<file path="src/design/psu_pkg.sv">
// Package for the PNG scanline unfilter: sizes, filter codes, register indexes
// and the word type that travels from the front end through the queue to the back end.
// No dependencies; every other design file except psu_ram refers to it by scoped names.
package psu_pkg;

    localparam int MAX_ROW_BYTES = 32768;
    localparam int MAX_CHANNELS  = 8;
    localparam int ROW_LIMIT     = 4096;
    localparam int QUEUE_DEPTH   = 4;

    localparam int CH_W     = $clog2(MAX_CHANNELS);
    localparam int PIX_W    = $clog2(ROW_LIMIT);
    localparam int IDX_W    = $clog2(MAX_ROW_BYTES);
    localparam int CNT_CH_W = 4;
    localparam int ROW_W    = 13;
    localparam int QPTR_W   = $clog2(QUEUE_DEPTH);
    localparam int QCNT_W   = $clog2(QUEUE_DEPTH + 1);

    localparam logic [7:0] FILL_BYTE = 8'hFF;

    localparam logic [2:0] FT_NONE     = 3'd0;
    localparam logic [2:0] FT_SUB      = 3'd1;
    localparam logic [2:0] FT_UP       = 3'd2;
    localparam logic [2:0] FT_AVG      = 3'd3;
    localparam logic [2:0] FT_PAETH    = 3'd4;
    localparam logic [2:0] FT_AVG_ZERO = 3'd5;
    localparam logic [2:0] FT_SUB_ALT  = 3'd6;

    localparam logic [1:0] REG_ROW_PIXELS  = 2'd0;
    localparam logic [1:0] REG_SRC_CHANNEL = 2'd1;
    localparam logic [1:0] REG_DST_CHANNEL = 2'd2;

    typedef enum logic [2:0] {
        PRED_NONE,
        PRED_SUB,
        PRED_UP,
        PRED_AVG,
        PRED_PAETH,
        PRED_AVG0
    } pred_t;

    typedef struct packed {
        pred_t              pred;
        logic [7:0]         data;
        logic [IDX_W-1:0]   idx;
        logic               first_px;
        logic [CH_W-1:0]    fill_cnt;
        logic               row_last;
    } item_t;

endpackage

</file>
<file path="src/design/psu_queue.sv">
// Short queue of classified words between the front end and the back end.
// Depends on psu_pkg for the word type and depth.
module psu_queue (
    input  logic           clk,
    input  logic           rst_n,
    input  logic           push,
    input  psu_pkg::item_t push_item,
    output logic           full,
    input  logic           pop,
    output logic           valid,
    output psu_pkg::item_t head
);

    psu_pkg::item_t              mem_reg [psu_pkg::QUEUE_DEPTH];
    logic [psu_pkg::QPTR_W-1:0] wr_ptr_reg, wr_ptr_next;
    logic [psu_pkg::QPTR_W-1:0] rd_ptr_reg, rd_ptr_next;
    logic [psu_pkg::QCNT_W-1:0] count_reg, count_next;

    assign full  = (count_reg == psu_pkg::QCNT_W'(psu_pkg::QUEUE_DEPTH));
    assign valid = (count_reg != '0);
    assign head  = mem_reg[rd_ptr_reg];

    always_comb
    begin
        wr_ptr_next = push ? wr_ptr_reg + psu_pkg::QPTR_W'(1) : wr_ptr_reg;
        rd_ptr_next = pop ? rd_ptr_reg + psu_pkg::QPTR_W'(1) : rd_ptr_reg;
        count_next  = count_reg;
        if (push && !pop)
            count_next = count_reg + psu_pkg::QCNT_W'(1);
        else if (pop && !push)
            count_next = count_reg - psu_pkg::QCNT_W'(1);
    end

    always_ff @(posedge clk)
    begin
        if (push)
        begin
            mem_reg[wr_ptr_reg] <= push_item;
        end
    end

    always_ff @(posedge clk or negedge rst_n)
    begin
        if (!rst_n)
        begin
            wr_ptr_reg <= '0;
            rd_ptr_reg <= '0;
            count_reg  <= '0;
        end
        else
        begin
            wr_ptr_reg <= wr_ptr_next;
            rd_ptr_reg <= rd_ptr_next;
            count_reg  <= count_next;
        end
    end

`ifndef SYNTHESIS
    a_no_pop_empty: assert property (@(posedge clk) disable iff (!rst_n)
        count_reg == '0 |-> !pop)
        else $error("Word taken from an empty queue.");
    a_no_push_full: assert property (@(posedge clk) disable iff (!rst_n)
        full |-> !push)
        else $error("Word written into a full queue.");
`endif

endmodule

</file>
<file path="config.mk">
export PLATFORM = sky130hd
export DESIGN_NAME = psu_queue
export DESIGN_NICKNAME = d
export VERILOG_FILES = /design/src/design/psu_pkg.sv /design/src/design/psu_queue.sv
export SDC_FILE = /design/constraint.sdc
export NUM_CORES = 1
export LEC_CHECK = 0
export ABC_AREA = 1
export BUFFER_PORTS_ARGS = -buffer_cell sky130_fd_sc_hd__buf_2
export CORE_MARGIN = 1.5
export CORE_UTILIZATION = 40
export CTS_CLUSTER_DIAMETER = 40
export DETAILED_ROUTE_END_ITERATION = 6
export GPL_TIMING_DRIVEN = 0
export PLACE_DENSITY = 0.62
export SYNTH_ARGS = -nofsm -noshare
export SYNTH_HDL_FRONTEND = slang
export SYNTH_SLANG_ARGS = --single-unit
</file>
<file path="constraint.sdc">
create_clock -name clk -period 1.9 [get_ports clk]
set_input_delay 0.285 -clock clk [delete_from_list [all_inputs] [get_ports clk]]
set_output_delay 0.285 -clock clk [all_outputs]
set_load 0.03 [all_outputs]
</file>
# After elaboration in Yosys (flattened, before gate mapping)
# Memory sizes are Yosys's and may differ from the RTL's.
# Index checks and enable logic that the tools add are counted.
# Widths: inputs -> output; s select.
# word_totals
register_bits,7
latchBits,0
ramBits,124
rom_bits,0
inputBits,35
out_inout_bits,33
wordCells,19
n_memories,1
# mem_list
memory,depth,width,read_ports,rd_clocked_by_memory_dff,wr,line_no,rtl
mem_reg,4,31,1,0,1,psu_queue.sv:14,psu_pkg::item_t mem_reg [psu_pkg::QUEUE_DEPTH];
# classes
add_sub_neg,4
mul,0
div_mod_pow,0
magnitude_cmp,0
eq_ne,1
shifts,0
n_mux,4
bitwise_logic,0
n_reduce_logical,6
# op_table
op,n
$mux 3,2
$add 2x1->2 const B,2
$add 3x1->3 const B,1
$eq 3x3->1 const B,1
$reduce_bool 3->1,1
$sub 3x1->3 const B,1
$logic_and 1x1->1,2
$logic_not 1->1,2
$mux 1,2
$reduce_bool 2->1,1

# Longest topological paths before layout
# depth
depth_word,4
mapped_depth,9
depth_no_buf,9

# Worst setup path before layout
# OpenSTA, ideal clock, no wires.
# synth_path
path_type,register -> register
startpoint,register wr_ptr_reg[0] in the netlist's numbering
endpoint,memory mem_reg[2][0] in the netlist's numbering (enable)
t_arrival_ns,1.278
t_required_ns,1.514
path_slack_ns,0.236
stages_incl_launch_ff,5
n_path_buf,0
synth_period_minus_slack_ns,1.664
cell_sequence,dfrtp_1 -> inv_1 -> ha_1 -> nand2_1 -> inv_1
# synth_lines
element,line_no,rtl
start: declaration,psu_queue.sv:15,"logic [psu_pkg::QPTR_W-1:0] wr_ptr_reg, wr_ptr_next;"
start signal: assignment,psu_queue.sv:52,wr_ptr_reg <= wr_ptr_next;
end: declaration,psu_queue.sv:14,
# No word-level cell before the write port.

==> qor.csv <==
stage;metric;value;unit
synthesis;ys flop type;edfxtp_1;
power_and_ir_drop;Cell Pwr Density;1890;nW/um^2
drt;routed vias;3246;
place;GPL Wtd Cong;0.717;
clock_network;cts bufs inserted;17;
timing;fin crit period;1.88;ns
floorplan;Core ar.;13300;um^2
floorplan;Die H;120;um
synthesis;XOR/XNOR Fraction of Synth Area;0.00639;
synthesis;post-synthesis sequential element count;131;
synthesis;warning count from the yosys run;0;
place;Final HPWL DP;6.74;mm
cells_and_area;P&R area growth vs syn;28.1;%
synthesis;Simple-Gate Fraction of Synth Area;0.0770;
synthesis;mapped cell area;5480;um^2
floorplan;die area;14400;um^2
synthesis;Synth area leader;edfxtp_1;
worst_setup_path;crit start category;flip-flop;
timing;final hold violation count;0;
power_and_ir_drop;Leakage;0.00290;uW
timing;Pins Over Slew Limit;0;
timing;fmax;0.532;GHz
synthesis;post-synthesis mux area share;0;
grt;gr ovfl total;0;
drt;First-pass DRT Iterations;4;
timing;clk_skew;0.00428;ns
power_and_ir_drop;Pwr Total;13300;uW
clock_network;Root Buffer;clkbuf_16;
power_and_ir_drop;Internal Power;8490;uW
run_status;status;complete, no violations;
drt;drt wl/cell;16.7;um
synthesis;top cell type's share of synthesized area;0.680;
synthesis;Area contributors post-synth;edfxtp_1, nand2_1, o211ai_2;
grt;first-pass GRT wire length;17.8;mm
clock_network;register clock-pin slew on the reported worst setup and hold paths;0.06;ns
synthesis;adder-cell share of the synthesized area;0.0151;
power_and_ir_drop;clock network fraction of total power;0.282;
drt;DRC;0;
floorplan;I/O pins;68;
job;Max-cap violations;0;
place;DP Worst Slack;0.0998;ns
power_and_ir_drop;Sw Ratio;0.360;
synthesis;ys async rst share;0.0534;
synthesis;Commonest cells post-synth;edfxtp_1, nand2_1, inv_1, o211ai_1, o211ai_2;
cells_and_area;Final Instance Area;7020;um^2
floorplan;floorplan row count;42;
timing;crit share post-route;0.989;
power_and_ir_drop;Switching Power;4770;uW
worst_setup_path;critical path class;reg -> out;
clock_network;worst skew pair latency;0.41;ns
power_and_ir_drop;Comb power frac;0.417;
synthesis;EDFF count, synth;124;
synthesis;largest family of logic cells by synthesized area;compound AO/OA/AOI/OAI gates;
grt;vias in the first global route;3358;
worst_setup_path;crit path max fanout;10;
worst_setup_path;CP required;1.62;ns
worst_setup_path;CP arrival;1.59;ns
drt;ANT nets after route;0;
timing;setup violators final;0;
place;Port Buffers;67;
cells_and_area;filler cell count;1124;
power_and_ir_drop;worst vdd ir;1270;uV
synthesis;Synthesized Nets;451;
drt;via/cell ratio;4.73;
floorplan;Starting Density;0.412;
grt;antenna violations before repair;1;
drt;final wirelength;11.5;mm
cells_and_area;Total Nets Final;538;
clock_network;Max clock buf depth;2;
timing;RSZ-0062 raised after global routing;yes;
synthesis;Post-Syn Instances;410;
timing;worst slew pin tran;0.824;ns
floorplan;die width;120;um
cells_and_area;ant diodes;0;
drt;DRT iter0 DRCs;131;
power_and_ir_drop;sequential power share;0.302;
place;Placement Cell Area;6030;um^2
synthesis;post-synthesis compound-gate area fraction;0.112;
clock_network;clock sinks;131;
synthesis;Yosys cell types;21;
synthesis;Seq/Total Area, Yosys;0.712;
timing;relative slew slack;0.450;
cells_and_area;layout cell share with drive strength beyond 1;0.318;
worst_setup_path;CP endpoint kind;output pin;
clock_network;CTS tree;built;
synthesis;most frequent cell after synthesis;edfxtp_1;
grt;largest net degree at the start of global routing;32;
grt;GRT Overall Usage;0.170;
timing;fin worst setup slack;0.0202;ns
cells_and_area;max reg flops;124;
synthesis;syn_area_per_cell;13.4;um^2
hold_path;worst min path class;in -> reg;
clock_network;H-Tree Depth;4;
## placed cells by master (no fill, tap or decap), types with 3 or more instances in the layout
cell type	count
buf_6	35
xor2_1	3
o211ai_1	33
clkbuf_16	17
dfrtp_1	7
nand2_2	11
ha_1	5
inv_1	69
buf_4	3
edfxtp_1	124
buf_2	42
buf_12	4
nand2_1	96
bufinv_16	7
o211ai_2	29
inv_2	5
clkinv_4	3
## worst paths after layout
| check | start | end | slack [ns] | depth (start not counted) |
|---|---|---|---|---|
| max | rd_ptr_reg[0] | head[8] | 0.02 | 6 |
| min | push_item[15] | mem_reg[1][15] | 0.09 | 1 |
| max reg2reg | wr_ptr_reg[0] | mem_reg[2][18] | 0.15 | 4 |
| min reg2reg | count_reg[2] | count_reg[2] | 0.48 | 2 |
| max in group asynchronous | rst_n | count_reg[2] | 1.44 | 2 |
| min in group asynchronous | rst_n | rd_ptr_reg[1] | 0.27 | 2 |
## per-stage QoR
step | std cells | hold WS (ns) | utilization | setup TNS (ns)
2_1_floorplan | 410 | -0.0106 | - | 0
3_5_place_dp | 653 | 0.150 | 0.454 | 0
4_1_cts | 686 | 0.0769 | 0.522 | -0.0379
6_report | 686 | 0.0900 | 0.528 | 0
3_3_place_gp | 653 | 0.143 | 0.454 | -40.74
5_1_grt | 686 | 0.0803 | 0.528 | -0.897
## metal layers
metal	up-vias	wire length, um	track usage
li1	1583	-	-
met1	1555	4820	0.213
met2	92	5860	0.280
met3	14	681	0.0518
met4	2	117	0.0595
met5	-	13	0
## area by class of cell
class	count	area, um^2	area share
Clock inverter	15	262	0.0373
Clock buffer	17	425	0.0606
Timing Repair Buffer	68	539	0.0769
Inverter	74	278	0.0396
Multi-Input combinational cell	184	1180	0.169
Tap cell	176	220	0.0314
Sequential cell	131	3900	0.556
Buffer	21	211	0.0301
## cell families after synthesis
| kind of cell | after synthesis |
|---|---|
| flops | 131 |
| simple gates | 111 |
| buf+inv | 95 |
| compound gates | 63 |
| fa+ha+maj | 6 |
| xor+xnor | 4 |
## worst max-delay path, stage by stage, from the launching register on
cell	delay, ns
dfrtp_1	0.37
buf_6	0.14
buf_12	0.14
buf_12	0.15
o211ai_2	0.15
nand2_1	0.08
buf_6	0.14
## power groups by stage
stage	Clock (uW)	Sequential [uW]	Combinational, uW
floorplan	0	4010	3260
global placement	0	4050	4560
detailed placement	0	4060	4640
CTS	3790	4000	5380
global route	3910	4060	5940
finish	3740	4000	5530
## repair_timing
| action | in CTS | in global routing |
|---|---|---|
| endpoints found under the hold margin | 7 | 0 |
| pin swaps | 5 | 21 |
| resized for setup | 66 | 28 |
| hold buffers | 1 | 0 |
| setup endpoints to repair | 31 | 31 |
| setup buffers | 0 | 0 |
Note: power is estimated with default switching activity, not from simulation.
