===== src/design/psu_pkg.sv =====
// Package for the PNG scanline unfilter: sizes, filter codes, register indexes
// and the word type that travels from the front end through the queue to the back end.
// No dependencies; every other design file except psu_ram refers to it by scoped names.
package psu_pkg;

    localparam int MAX_ROW_BYTES = 32768;
    localparam int MAX_CHANNELS  = 8;
    localparam int ROW_LIMIT     = 4096;
    localparam int QUEUE_DEPTH   = 4;

    localparam int CH_W     = $clog2(MAX_CHANNELS);
    localparam int PIX_W    = $clog2(ROW_LIMIT);
    localparam int IDX_W    = $clog2(MAX_ROW_BYTES);
    localparam int CNT_CH_W = 4;
    localparam int ROW_W    = 13;
    localparam int QPTR_W   = $clog2(QUEUE_DEPTH);
    localparam int QCNT_W   = $clog2(QUEUE_DEPTH + 1);

    localparam logic [7:0] FILL_BYTE = 8'hFF;

    localparam logic [2:0] FT_NONE     = 3'd0;
    localparam logic [2:0] FT_SUB      = 3'd1;
    localparam logic [2:0] FT_UP       = 3'd2;
    localparam logic [2:0] FT_AVG      = 3'd3;
    localparam logic [2:0] FT_PAETH    = 3'd4;
    localparam logic [2:0] FT_AVG_ZERO = 3'd5;
    localparam logic [2:0] FT_SUB_ALT  = 3'd6;

    localparam logic [1:0] REG_ROW_PIXELS  = 2'd0;
    localparam logic [1:0] REG_SRC_CHANNEL = 2'd1;
    localparam logic [1:0] REG_DST_CHANNEL = 2'd2;

    typedef enum logic [2:0] {
        PRED_NONE,
        PRED_SUB,
        PRED_UP,
        PRED_AVG,
        PRED_PAETH,
        PRED_AVG0
    } pred_t;

    typedef struct packed {
        pred_t              pred;
        logic [7:0]         data;
        logic [IDX_W-1:0]   idx;
        logic               first_px;
        logic [CH_W-1:0]    fill_cnt;
        logic               row_last;
    } item_t;

endpackage


===== src/design/psu_front.sv =====
// Front end of the unfilter: tracks the pixel and channel position, classifies the
// filter type and builds one queue word per accepted byte. Depends on psu_pkg.
module psu_front (
    input  logic                            clk,
    input  logic                            rst_n,
    input  logic                            accept,
    input  logic [2:0]                      filter_type,
    input  logic [7:0]                      data_byte,
    input  logic                            new_image,
    input  logic [psu_pkg::ROW_W-1:0]       row_pixels,
    input  logic [psu_pkg::CNT_CH_W-1:0]    src_channels,
    input  logic [psu_pkg::CNT_CH_W-1:0]    dst_channels,
    output psu_pkg::item_t                  item
);

    logic [psu_pkg::PIX_W-1:0]    pix_reg, pix_next;
    logic [psu_pkg::CH_W-1:0]     ch_reg, ch_next;
    logic [psu_pkg::CNT_CH_W-1:0] sc, dc_raw, dc;
    logic [psu_pkg::ROW_W-1:0]    rows;
    logic [psu_pkg::PIX_W-1:0]    p;
    logic [psu_pkg::CH_W-1:0]     c;
    logic                         last_ch, last_px;
    psu_pkg::pred_t               pred;

    always_comb
    begin
        if (src_channels == '0)
            sc = psu_pkg::CNT_CH_W'(1);
        else if (src_channels > psu_pkg::CNT_CH_W'(psu_pkg::MAX_CHANNELS))
            sc = psu_pkg::CNT_CH_W'(psu_pkg::MAX_CHANNELS);
        else
            sc = src_channels;

        if (dst_channels == '0)
            dc_raw = psu_pkg::CNT_CH_W'(1);
        else if (dst_channels > psu_pkg::CNT_CH_W'(psu_pkg::MAX_CHANNELS))
            dc_raw = psu_pkg::CNT_CH_W'(psu_pkg::MAX_CHANNELS);
        else
            dc_raw = dst_channels;
        dc = (dc_raw < sc) ? sc : dc_raw;

        if (row_pixels == '0)
            rows = psu_pkg::ROW_W'(1);
        else if (row_pixels > psu_pkg::ROW_W'(psu_pkg::ROW_LIMIT))
            rows = psu_pkg::ROW_W'(psu_pkg::ROW_LIMIT);
        else
            rows = row_pixels;
    end

    always_comb
    begin
        p       = new_image ? '0 : pix_reg;
        c       = new_image ? '0 : ch_reg;
        last_ch = ({1'b0, c} + psu_pkg::CNT_CH_W'(1)) >= sc;
        last_px = ({1'b0, p} + psu_pkg::ROW_W'(1)) >= rows;

        unique case (filter_type)
            psu_pkg::FT_NONE:     pred = psu_pkg::PRED_NONE;
            psu_pkg::FT_SUB:      pred = psu_pkg::PRED_SUB;
            psu_pkg::FT_SUB_ALT:  pred = psu_pkg::PRED_SUB;
            psu_pkg::FT_UP:       pred = psu_pkg::PRED_UP;
            psu_pkg::FT_AVG:      pred = psu_pkg::PRED_AVG;
            psu_pkg::FT_PAETH:    pred = psu_pkg::PRED_PAETH;
            psu_pkg::FT_AVG_ZERO: pred = psu_pkg::PRED_AVG0;
            default:              pred = psu_pkg::PRED_NONE;
        endcase

        item.pred     = pred;
        item.data     = data_byte;
        item.idx      = {p, c};
        item.first_px = (p == '0);
        item.fill_cnt = last_ch ? psu_pkg::CH_W'(dc - sc) : '0;
        item.row_last = last_ch && last_px;
    end

    always_comb
    begin
        pix_next = pix_reg;
        ch_next  = ch_reg;
        if (accept)
        begin
            if (last_ch)
            begin
                ch_next  = '0;
                pix_next = last_px ? '0 : p + psu_pkg::PIX_W'(1);
            end
            else
            begin
                ch_next  = c + psu_pkg::CH_W'(1);
                pix_next = p;
            end
        end
    end

    always_ff @(posedge clk or negedge rst_n)
    begin
        if (!rst_n)
        begin
            pix_reg <= '0;
            ch_reg  <= '0;
        end
        else
        begin
            pix_reg <= pix_next;
            ch_reg  <= ch_next;
        end
    end

endmodule


===== config.mk =====
export PLATFORM = sky130hd
export DESIGN_NAME = psu_front
export DESIGN_NICKNAME = d
export VERILOG_FILES = /design/src/design/psu_pkg.sv /design/src/design/psu_front.sv
export SDC_FILE = /design/constraint.sdc
export NUM_CORES = 1
export LEC_CHECK = 0
export ABC_CLOCK_PERIOD_IN_PS = 3200
export BUFFER_PORTS_ARGS = -buffer_cell sky130_fd_sc_hd__buf_2
export CORE_MARGIN = 5
export CORE_UTILIZATION = 46
export DETAILED_ROUTE_END_ITERATION = 10
export PLACE_DENSITY = 0.78
export SYNTH_ARGS = -nofsm -noshare
export SYNTH_HDL_FRONTEND = slang
export SYNTH_SLANG_ARGS = --single-unit

===== constraint.sdc =====
create_clock -name clk -period 3.2 [get_ports clk]
set_clock_uncertainty 0.1 [all_clocks]
set_input_delay 0.16 -clock clk [delete_from_list [all_inputs] [get_ports clk]]
set_output_delay 0.16 -clock clk [all_outputs]
set_load 0.01 [all_outputs]

---- After elaboration in Yosys (flattened, before gate mapping) ----
Index checks and enable logic that the tools add are counted.
storage, ports and cells
  flip-flop bits (word level) ............. 15
  output and inout port bits .............. 31
  word-level logic and storage cells ...... 39
cells by class
  multiplexer cells ....................... 14
  reduce and logical (&&, ||, !) cells .... 6
  add/sub/neg operators ................... 5
  equality and inequality tests ........... 6
  $lt $le $gt $ge ......................... 6
operator list
  kind                     count
  $mux W12                 3
  $mux W13                 2
  $mux W4                  4
  $pmux W3 S5              1
  $add A12 B1 Y13 const B  1
  $ge A13 B13 Y1           1
  $gt A13 B13 Y1 const B   1
  $logic_not A13 Y1        1
  $add A12 B1 Y12 const B  1
  $logic_not A12 Y1        1
  $mux W3                  4
  $eq A3 B3 Y1 const B     3
  $gt A4 B4 Y1 const B     2
  $logic_not A4 Y1         2
  $eq A3 B2 Y1 const B     2
  $add A3 B1 Y4 const B    1
  $ge A4 B4 Y1             1
  $lt A4 B4 Y1             1
  $add A3 B1 Y3 const B    1
  $eq A3 B1 Y1 const B     1
  $sub A3 B3 Y3            1
  $reduce_or A2 Y1         1
  $logic_and A1 B1 Y1      1

---- Depth between registers and ports, before layout ----
Gate-level depths: netlist of run 1.
  depth in word-level cells ............... 7
  gate-level depth with buffers ........... 17
  gate-level depth less buffers ........... 14

---- Worst setup path before layout of run 1 ----
Ideal clock, no wire load.
  path type ............................... input-to-reg
  start ................................... input new_image
  end ..................................... register pix_reg[3] (netlist bit)
  setup time .............................. 0.122 ns
  arrival time ............................ 3.052 ns
  stages .................................. 17
  setup slack ............................. -0.073 ns
  data required time ...................... 2.978 ns
  path through ............................ buf_2 -> buf_1 -> inv_1 -> nand2_1 -> inv_1 -> ha_1 -> nand2_1 -> nor4_4 -> nand3_1 -> xnor2_1 -> ha_1 -> and4_1 -> nand2_1 -> a221o_1 -> and2_1 -> buf_2 -> a32o_1
RTL lines
  item                  RTL line          RTL
  from (decl)           psu_front.sv:9    input logic new_image,
  to (signal assigned)  psu_front.sv:104  pix_reg <= pix_next;
  to (decl)             psu_front.sv:16   logic [psu_pkg::PIX_W-1:0] pix_reg, pix_next;

==> results of run 1 <==
[power groups by stage]
stage | combinational (mW) | sequential [mW] | clock [mW]
2_1_floorplan | 0.222 | 0.230 | 0
3_3_place_gp | 0.311 | 0.228 | 0
3_5_place_dp | 0.318 | 0.228 | 0
4_1_cts | 0.322 | 0.225 | 0.158
5_1_grt | 0.379 | 0.228 | 0.168
6_report | 0.337 | 0.226 | 0.153
[worst min-delay path by stage]
stage / start / endpoint / slack (ns) / cells after the start
3_5_place_dp: rst_n / pix_reg[9] / -0.02 / 1
5_1_grt: accept / pix_reg[2] / 0.19 / 2
3_3_place_gp: rst_n / pix_reg[10] / -0.02 / 1
4_1_cts: accept / pix_reg[2] / 0.16 / 2
6_report: accept / pix_reg[2] / 0.17 / 2
2_1_floorplan: rst_n / ch_reg[0] / -0.24 / 0
[through the flow]
stage               utilization (%)  instances  hold WS, ns  power (mW)
detailed placement             54.6        314      -0.0201       0.546
floorplan                         -        219       -0.236       0.451
global route                   57.8        322        0.185       0.776
global placement               54.6        314      -0.0223       0.539
CTS                            56.6        320        0.161       0.705
finish                         57.8        322        0.169       0.715
[layout by cell type (no fill, tap or decap), types with 6 or more instances in the layout]
| master | Yosys | routed |
|---|---|---|
| a21oi_1 | 7 | 6 |
| a32o_1 | 10 | 10 |
| buf_2 | 3 | 50 |
| buf_4 | 9 | 14 |
| dfrtp_1 | 15 | 15 |
| ha_1 | 26 | 25 |
| inv_1 | 14 | 12 |
| nand2_1 | 22 | 20 |
| nand3_1 | 7 | 7 |
| nor2_1 | 19 | 19 |
| nor2b_1 | 11 | 11 |
| xor2_1 | 7 | 7 |
[cell families (layout without fill, tap and decap cells)]
group,count (synthesis),count (layout),synth area share (%)
AOI/OAI and AO/OA,41,41,17.9
xor gates and xnor gates,13,13,6.04
adders and majority gates,27,27,18.3
buffers and inverters,30,83,7.97
DFF,15,15,19.9
muxes,4,4,2.46
and+or+nand+nor,89,89,27.4
[layout make-up]
class	instances	area (sq um)	area share (%)
multi-input cells	174	1410	61.0
flip-flops and latches	15	375	16.2
repair buffers	65	365	15.8
well taps	50	62.6	2.71
inverters	14	52.6	2.27
clock buffers	4	45.0	1.95
[repair_timing]
action | in CTS | in global routing
pin swaps | 2 | 6
setup buffers | 1 | 2
hold buffers | 1 | 0
resized for setup | 4 | 8
hold endpoints to repair | 15 | 0
cloned | 0 | 0
setup endpoints to repair | 1 | 11
[worst max-delay path, stage by stage (launching register included)]
cell and delay [ns]:
dfrtp_1 0.40, nand2_2 0.08, inv_2 0.08, ha_4 0.15, nand2_4 0.06, or3_4 0.37, xor2_1 0.13, nor2_1 0.08
ha_1 0.31, and4_1 0.19, nand2_1 0.05, a221o_1 0.30, and2_4 0.16, nor2_1 0.07, buf_2 0.13
[per-layer routing]
| layer | GRT usage [%] | vias up |
|---|---|---|
| met3 | 2.30 | 7 |
| met2 | 28.6 | 68 |
| met4 | 6.44 | 0 |
| met5 | 0 | - |
| met1 | 23.7 | 804 |
| li1 | - | 893 |
==> metrics, run 1 <==
outcome=complete, no violations; CTS tree=yes; Reg2Reg Launch Point=pix_reg[0]; Root Driver=clkbuf_8; CP max FO=4; placed instance area=0.00218 sq mm; sequential fraction of the synthesis area=19.9%; Hold Path Class=in -> reg; nets=336; Pwr per Cell Area=309 mW/mm^2; aggregate global-route resource usage=17.5%; pre-CTS setup slack=-0.103 ns; worst setup margin=between 0.1 and 0.15 ns; DR iter-0 viols=66; Port Buf Inserts=50; switching part of the total=36.5%; wire length per cell=approximately 15 um; CP required=2.94 ns; CP Class=reg -> out; top_reg_cell synth=dfrtp_1; mapped cell area=0.00188 sq mm; P_int=between 400 and 500 uW; maximum vdd drop=approximately 0.20 mV; YS warnings=0; ant diodes=0; antenna violations before repair=0; core area=0.00400 sq mm; met1 wire length=between 2 and 2.5 mm; Critical path origin=pix_reg[0]; WL met3=370 um; max-cap violations=0; Die Area=0.00548 sq mm; number of enable flip-flop cells after synthesis=0; CTS Sinks=15; vias in the first global route=1626; CP endpoint=item[0]; die width=around 74 um; first-pass detailed-route iteration total=4; Yosys cell types=53; #FFs+latches synth=15; # setup viols final=0; grt ovf=0; total CTS buffers=3; CP startpoint kind=flip-flop; final wirelength=4.70 mm; data arrival time of the worst path=2.81 ns; uppermost layer routed=met4; CTS max path bufs=2; # IOs=67; Slew Limit Fails=0; Register-to-Register Path Depth=14; logic gate share of total power=47.1%; H-tree depth=1; slew margin rel.=48.5%; Setup crit end kind=output port; most frequent cell after synthesis=ha_1; Mean Syn Cell Area=8.60 sq um; largest net degree at the start of global routing=17; post-DP HPWL=3.88 mm; asr flop ratio synth=between 90% and 100%; switching component of the power=261 uW; Tmin final=between 3 and 4 ns; Worst Max-Slew Pin Slew=0.768 ns; Final Cycle Share=95.9%; fill count=355; synth cell count leaders=ha_1, nand2_1, nor2_1, dfrtp_1, inv_1; DRC viols=0; post-synth top area cell=dfrtp_1; Fin. Hold Viols=0; Initial Util=47.1%; Synth area leaders=dfrtp_1, ha_1, a32o_1, nand2_1, nor2_1; sequential share of power=31.6%; flop2flop setup slack=~0.19 ns; first-pass GRT wire length=7.53 mm; met2 wire length=2.19 mm; area grow syn2layout=22.7%; post-synthesis net count=282; Leak=1.22 nW; Finished Cell Area=0.00231 sq mm; FF-to-FF End=pix_reg[10]; layout cell share with drive strength beyond 1=33.8%; clock transition at the registers of the reported paths=0.06 ns; vias per cell=approximately 5.5; Final ANT Viol Nets=0; Fin Setup TNS=0 ns; std cell rows=23; Synth top area share=between 15 and 20%; Clk pwr share=about a fifth; Mapped Cells=between 200 and 250; Clock Latency Late Sink=about 0.25 ns; max FFs per register=12; die height=about 74 um; max frequency=326 MHz; detailed-route via count=1772; gp weighted congestion=0.925
No activity file was read; power rests on OpenSTA's default activity.
==> inputs of run 2 (changes only) <==
--- a/config.mk
+++ b/config.mk
@@ -7,6 +7,7 @@
 export LEC_CHECK = 0
 export ABC_CLOCK_PERIOD_IN_PS = 3200
 export BUFFER_PORTS_ARGS = -buffer_cell sky130_fd_sc_hd__buf_2
+export CORE_ASPECT_RATIO = 0.8
 export CORE_MARGIN = 5
 export CORE_UTILIZATION = 46
 export DETAILED_ROUTE_END_ITERATION = 10
==> run 2 against run 1 <==
Hold slack worse by 0.0012 ns. Fmax down 3.2%. Worst setup slack worse by 0.10 ns. Combinational power up 4%. Critical path type unchanged.
==> metrics, run 2 (same netlist as run 1, synthesis figures left out) <==
outcome=complete, no violations; # IOs=67 (unchanged); data arrival time of the worst path=2.91 ns (+0.10 ns); first-pass detailed-route iteration total=4 (unchanged); worst hold slack=0.167 ns (-0.00122 ns); gp weighted congestion=0.950 (+2.7%); core area=0.00388 sq mm (-3.0%); Reg area=378 sq um (+0.67%); post-DP HPWL=4.11 mm (+6.0%); total power=749 uW (+4.6%); Tmin final=3.17 ns (+0.101 ns); CP max FO=5 (+1); DR iter-0 viols=167 (+150%); most common cell after layout, fill and taps aside=buf_2; # setup viols final=0 (unchanged); total CTS buffers=3 (unchanged); Final ANT Viol Nets=0 (unchanged); max-cap violations=0 (unchanged); CP startpoint kind=flip-flop; Port Buf Inserts=50 (unchanged); Slew Limit Fails=0 (unchanged); first-pass GRT wire length=8.51 mm (+13%); vias per cell=5.53 (+0.44%); area grow syn2layout=25.4%; Root Driver=clkbuf_8; grt ovf=0 (unchanged); Clock Latency Late Sink=0.26 ns (about the same); std cell rows=20 (-13%); vias in the first global route=1815 (+12%); antenna violations before repair=0 (unchanged); Fin. Hold Viols=0 (unchanged); Finished Cell Area=0.00236 sq mm (+2.2%); fill count=333 (-6.2%); die width=81.6 um (+10%); ant diodes=0 (unchanged); layout cell share with drive strength beyond 1=36.4% (+2.5 points); DRC viols=0 (unchanged); CTS max path bufs=2 (unchanged); H-tree depth=1 (unchanged); pre-CTS setup slack=-0.00539 ns (+0.0974 ns); placed instance area=0.00219 sq mm (+0.17%); RSZ-0062 raised after global routing=true; die height=67.2 um (-9.1%); max FFs per register=12 (unchanged); final wirelength=5.17 mm (+10%); maximum vdd drop=0.153 mV (-24%); most frequent cells in the layout=buf_2, ha_1, nand2_1, nor2_1, buf_4; nets=339 (+0.89%); largest net degree at the start of global routing=24 (+7); Initial Util=48.6% (+1.5 points); final core utilization=60.9% (+3.1 points); CP required=2.94 ns (about the same); Setup crit end kind=output port; CTS Sinks=15 (unchanged); worst setup margin=0.0284 ns (-0.101 ns); detailed-route via count=1824 (+2.9%); aggregate global-route resource usage=20.0% (+2.5 points); wire length per cell=15.7 um (+7.4%); clock transition at the registers of the reported paths=0.06 ns (about the same); slew margin rel.=68.7% (+20 points); Final Cycle Share=99.1% (+3.2 points); Die Area=0.00548 sq mm (+0.15%); CP Class=reg -> out; max frequency=315 MHz (-3.2%); Hold Path Class=in -> reg; Worst Max-Slew Pin Slew=0.469 ns (-0.299 ns); Pwr per Cell Area=317 mW/mm^2 (+2.4%); CTS tree=yes; Leak=1.24 nW (+1.4%); multi-input logic area=0.00142 sq mm (+0.27%)
-- run 2: power breakdown --
part	internal, mW	total (mW)	switching [mW]
sequential	0.211	0.233	0.0216
combinational	0.159	0.351	0.191
clock	0.0879	0.165	0.0774
-- run 2: layer usage --
metal | global-route usage (%) | share of wire, % | up-vias
li1 | - | - | 897
met1 | 27.8 | 47 | 850
met2 | 31.7 | 45 | 66
met3 | 3.60 | 6.0 | 11
met4 | 5.49 | 1.7 | 0
met5 | 0 | 0 | -
-- run 2: path summary, 6_finish.rpt --
path | endpoint | start | cells after the start | slack [ns]
setup reg to reg | pix_reg[11] | pix_reg[0] | 15 | 0.09
max in group asynchronous | pix_reg[3] | rst_n | 2 | 2.50
hold reg to reg | pix_reg[10] | pix_reg[10] | 1 | 0.39
setup / recovery | item[0] | pix_reg[0] | 14 | 0.03
min in group asynchronous | pix_reg[8] | rst_n | 2 | 0.22
hold / removal | pix_reg[2] | accept | 2 | 0.17
-- run 2: critical path: stages, from the launching register on --
cell,delay (ns)
dfrtp_1,0.38
nand2_2,0.09
inv_2,0.10
ha_4,0.17
nand2_4,0.06
or3_4,0.37
xor2_1,0.14
nor2_1,0.13
ha_1,0.27
a21oi_2,0.16
o21ai_2,0.08
a221oi_2,0.29
and2_4,0.23
nor2_2,0.04
buf_2,0.14
-- run 2: cell type report --
type	count	area share (%)
multi-input combinational	174	59.9
timing repair buffer	68	16.9
sequential	15	16.0
tap	55	2.91
inverter	14	2.22
clock buffer	3	1.75
clock inverter	1	0.318
-- run 2: per-stage QoR --
stage / instances / setup TNS [ns]
after global placement: 317 / 0
after detailed placement: 317 / -0.00693
after CTS: 326 / 0
final: 330 / 0
after floorplan: 219 / 0
after global routing: 330 / -0.571
-- run 2: timing repair --
action,in CTS,in global routing
hold endpoints to repair,15,0
gates cloned,0,0
setup buffers,4,4
pin swaps,5,10
resized for setup,6,11
endpoints found under the setup margin,1,8
hold buffers,1,0
==> inputs of run 3 (changes only) <==
--- a/config.mk
+++ b/config.mk
@@ -12,6 +12,7 @@
 export CORE_UTILIZATION = 46
 export DETAILED_ROUTE_END_ITERATION = 10
 export PLACE_DENSITY = 0.78
+export SETUP_SLACK_MARGIN = 0.5
 export SYNTH_ARGS = -nofsm -noshare
 export SYNTH_HDL_FRONTEND = slang
 export SYNTH_SLANG_ARGS = --single-unit
==> run 3 against run 2 <==
Sequential power down 3%. First-iteration DRC count up 34%. Power up 2.4%. Worst setup slack better by 0.037 ns. Count of clock-buffer cells in the layout up 1. Cell count up 4.2%. Global-route usage up 1.3 points. Critical endpoint is now pix_reg[2]. Critical path type is now reg -> reg. Sequential share of layout area down 1.1 points. Design area up 7.6%. Largest power group unchanged. Combinational power up 8.8%.
==> metrics, run 3 (same netlist as run 1, synthesis figures left out) <==
CP startpoint kind=flip-flop; Final Cycle Share=97.9% (-1.2 points); H-tree depth=1 (unchanged); max frequency=319 MHz (+1.2%); FF-to-FF End=pix_reg[2]; gp weighted congestion=0.901 (-5.2%); Final ANT Viol Nets=0 (unchanged); max-cap violations=0 (unchanged); outcome=complete, no violations; ant diodes=0 (unchanged); Critical path origin=pix_reg[1]; nets=353 (+4.1%); CTS max path bufs=2 (unchanged); Fin. Hold Viols=0 (unchanged); Reg2Reg Launch Point=pix_reg[1]; flop2flop setup slack=0.07 ns (-0.02 ns); most frequent cells in the layout=buf_2, ha_1, nor2_1, buf_4, nand2_1; Clock Latency Late Sink=0.25 ns (about the same); # IOs=67 (unchanged); CP max FO=2 (-3); Hold Path Class=in -> reg; aggregate global-route resource usage=21.3% (+1.3 points); final wirelength=6.08 mm (+18%); area grow syn2layout=35.0%; # setup viols final=0 (unchanged); CP required=3.25 ns (+0.31 ns); die height=67.2 um (unchanged); RSZ-0062 raised after global routing=true; std cell rows=20 (unchanged); maximum vdd drop=0.172 mV (+12%); first-pass detailed-route iteration total=4 (unchanged); detailed-route via count=2022 (+11%); Setup crit end kind=flip-flop; CTS tree=yes; grt ovf=0 (unchanged); Port Buf Inserts=50 (unchanged); data arrival time of the worst path=3.18 ns (+0.27 ns); CP Class=reg -> reg; vias per cell=5.88 (+6.3%); layout cell share with drive strength beyond 1=42.6% (+6.2 points); slew margin rel.=64.8% (-3.9 points); Root Driver=clkbuf_8; Slew Limit Fails=0 (unchanged); Die Area=0.00548 sq mm (unchanged); max FFs per register=12 (unchanged); Tmin final=3.13 ns (-0.0373 ns); Register-to-Register Path Depth=16 (+1); total CTS buffers=3 (unchanged); Fin Setup TNS=0 ns (unchanged); DRC viols=0 (unchanged); CTS Sinks=15 (unchanged); Finished Cell Area=0.00254 sq mm (+7.6%); CP endpoint=pix_reg[2]; Worst Max-Slew Pin Slew=0.523 ns (+0.0542 ns); post-DP HPWL=3.81 mm (-7.3%); WHS Path Cells=2 (unchanged); clock transition at the registers of the reported paths=0.06 ns (about the same); placed instance area=0.00217 sq mm (-0.63%); first-pass GRT wire length=9.00 mm (+5.8%); largest net degree at the start of global routing=16 (-33%); most common cell after layout, fill and taps aside=buf_2; vias in the first global route=1940 (+6.9%); Pwr per Cell Area=301 mW/mm^2 (-4.8%); Initial Util=48.6% (unchanged); core area=0.00388 sq mm (unchanged); wire length per cell=17.7 um (+13%); antenna violations before repair=0 (unchanged); DR iter-0 viols=224 (+34%); Leak=1.33 nW (+7.0%); die width=81.6 um (unchanged)
-- run 3: cell types whose count changed in the layout (fill, tap and decap cells not counted), moves of 2 or more --
cell / change
inv_4: +2
buf_6: +13
buf_4: +2
inv_1: -2
nand2_1: -2
-- run 3: critical path: stages, from the launching register on --
cell and delay [ns]:
dfrtp_1 0.37, nand2_2 0.07, inv_2 0.08, ha_4 0.15, nand2_4 0.06, or3_4 0.36, xor2_1 0.15, nor2_1 0.21
ha_1 0.30, a21oi_2 0.13, o21ai_1 0.08, a221oi_2 0.26, buf_4 0.16, buf_6 0.09, buf_6 0.09, nand2_4 0.05
a221oi_2 0.30
-- run 3: worst min-delay path by stage --
| stage | startpoint | end | slack (ns) |
|---|---|---|---|
| 5_1_grt | accept | pix_reg[7] | 0.20 |
| 3_3_place_gp | rst_n | pix_reg[10] | -0.02 |
| 6_report | accept | pix_reg[7] | 0.19 |
| 3_5_place_dp | rst_n | pix_reg[9] | -0.005 |
| 2_1_floorplan | rst_n | ch_reg[0] | -0.24 |
| 4_1_cts | accept | pix_reg[2] | 0.17 |
-- run 3: repair_timing --
| item | 4_1_cts | 5_1_grt |
|---|---|---|
| resized for setup | 11 | 20 |
| setup endpoints to repair | 16 | 16 |
| hold buffers | 1 | 0 |
| endpoints found under the hold margin | 15 | 0 |
| gates cloned | 0 | 0 |
| pin swaps | 12 | 15 |
| setup buffers | 22 | 5 |
-- run 3: final cells by class --
| type | instances | area [sq um] |
|---|---|---|
| Clock buffer | 4 | 45.0 |
| Fill cell | 285 | 1340 |
| Inverter | 14 | 57.6 |
| Multi-Input combinational cell | 174 | 1450 |
| Sequential cell | 15 | 378 |
| Tap cell | 55 | 68.8 |
| Timing Repair Buffer | 82 | 542 |
-- run 3: report_power, final --
part	switching, mW	internal, mW	leakage (nW)
sequential	0.0155	0.210	0.197
combinational	0.209	0.173	1.11
clock	0.0706	0.0884	0.0228
total	0.295	0.472	1.33
-- run 3: metrics by stage --
stage               hold WS [ns]  utilization [%]  total power, mW  setup slack (ns)  instances
global route               0.199             65.6            0.816            -0.115        344
CTS                        0.173             62.7            0.737             0.184        339
global placement         -0.0199             56.1            0.542             0.238        312
floorplan                 -0.236                -            0.464             0.333        219
detailed placement      -0.00464             56.1            0.553             0.116        312
finish                     0.191             65.6            0.767            0.0657        344
-- run 3: per-layer routing --
layer	part of all wire (%)	track usage [%]	wire, um	vias to the layer above
met5	0	0	0	-
met4	4.8	8.44	291	0
met3	9.2	4.40	562	35
met2	47	35.8	2840	121
met1	39	26.7	2380	934
li1	-	-	-	932
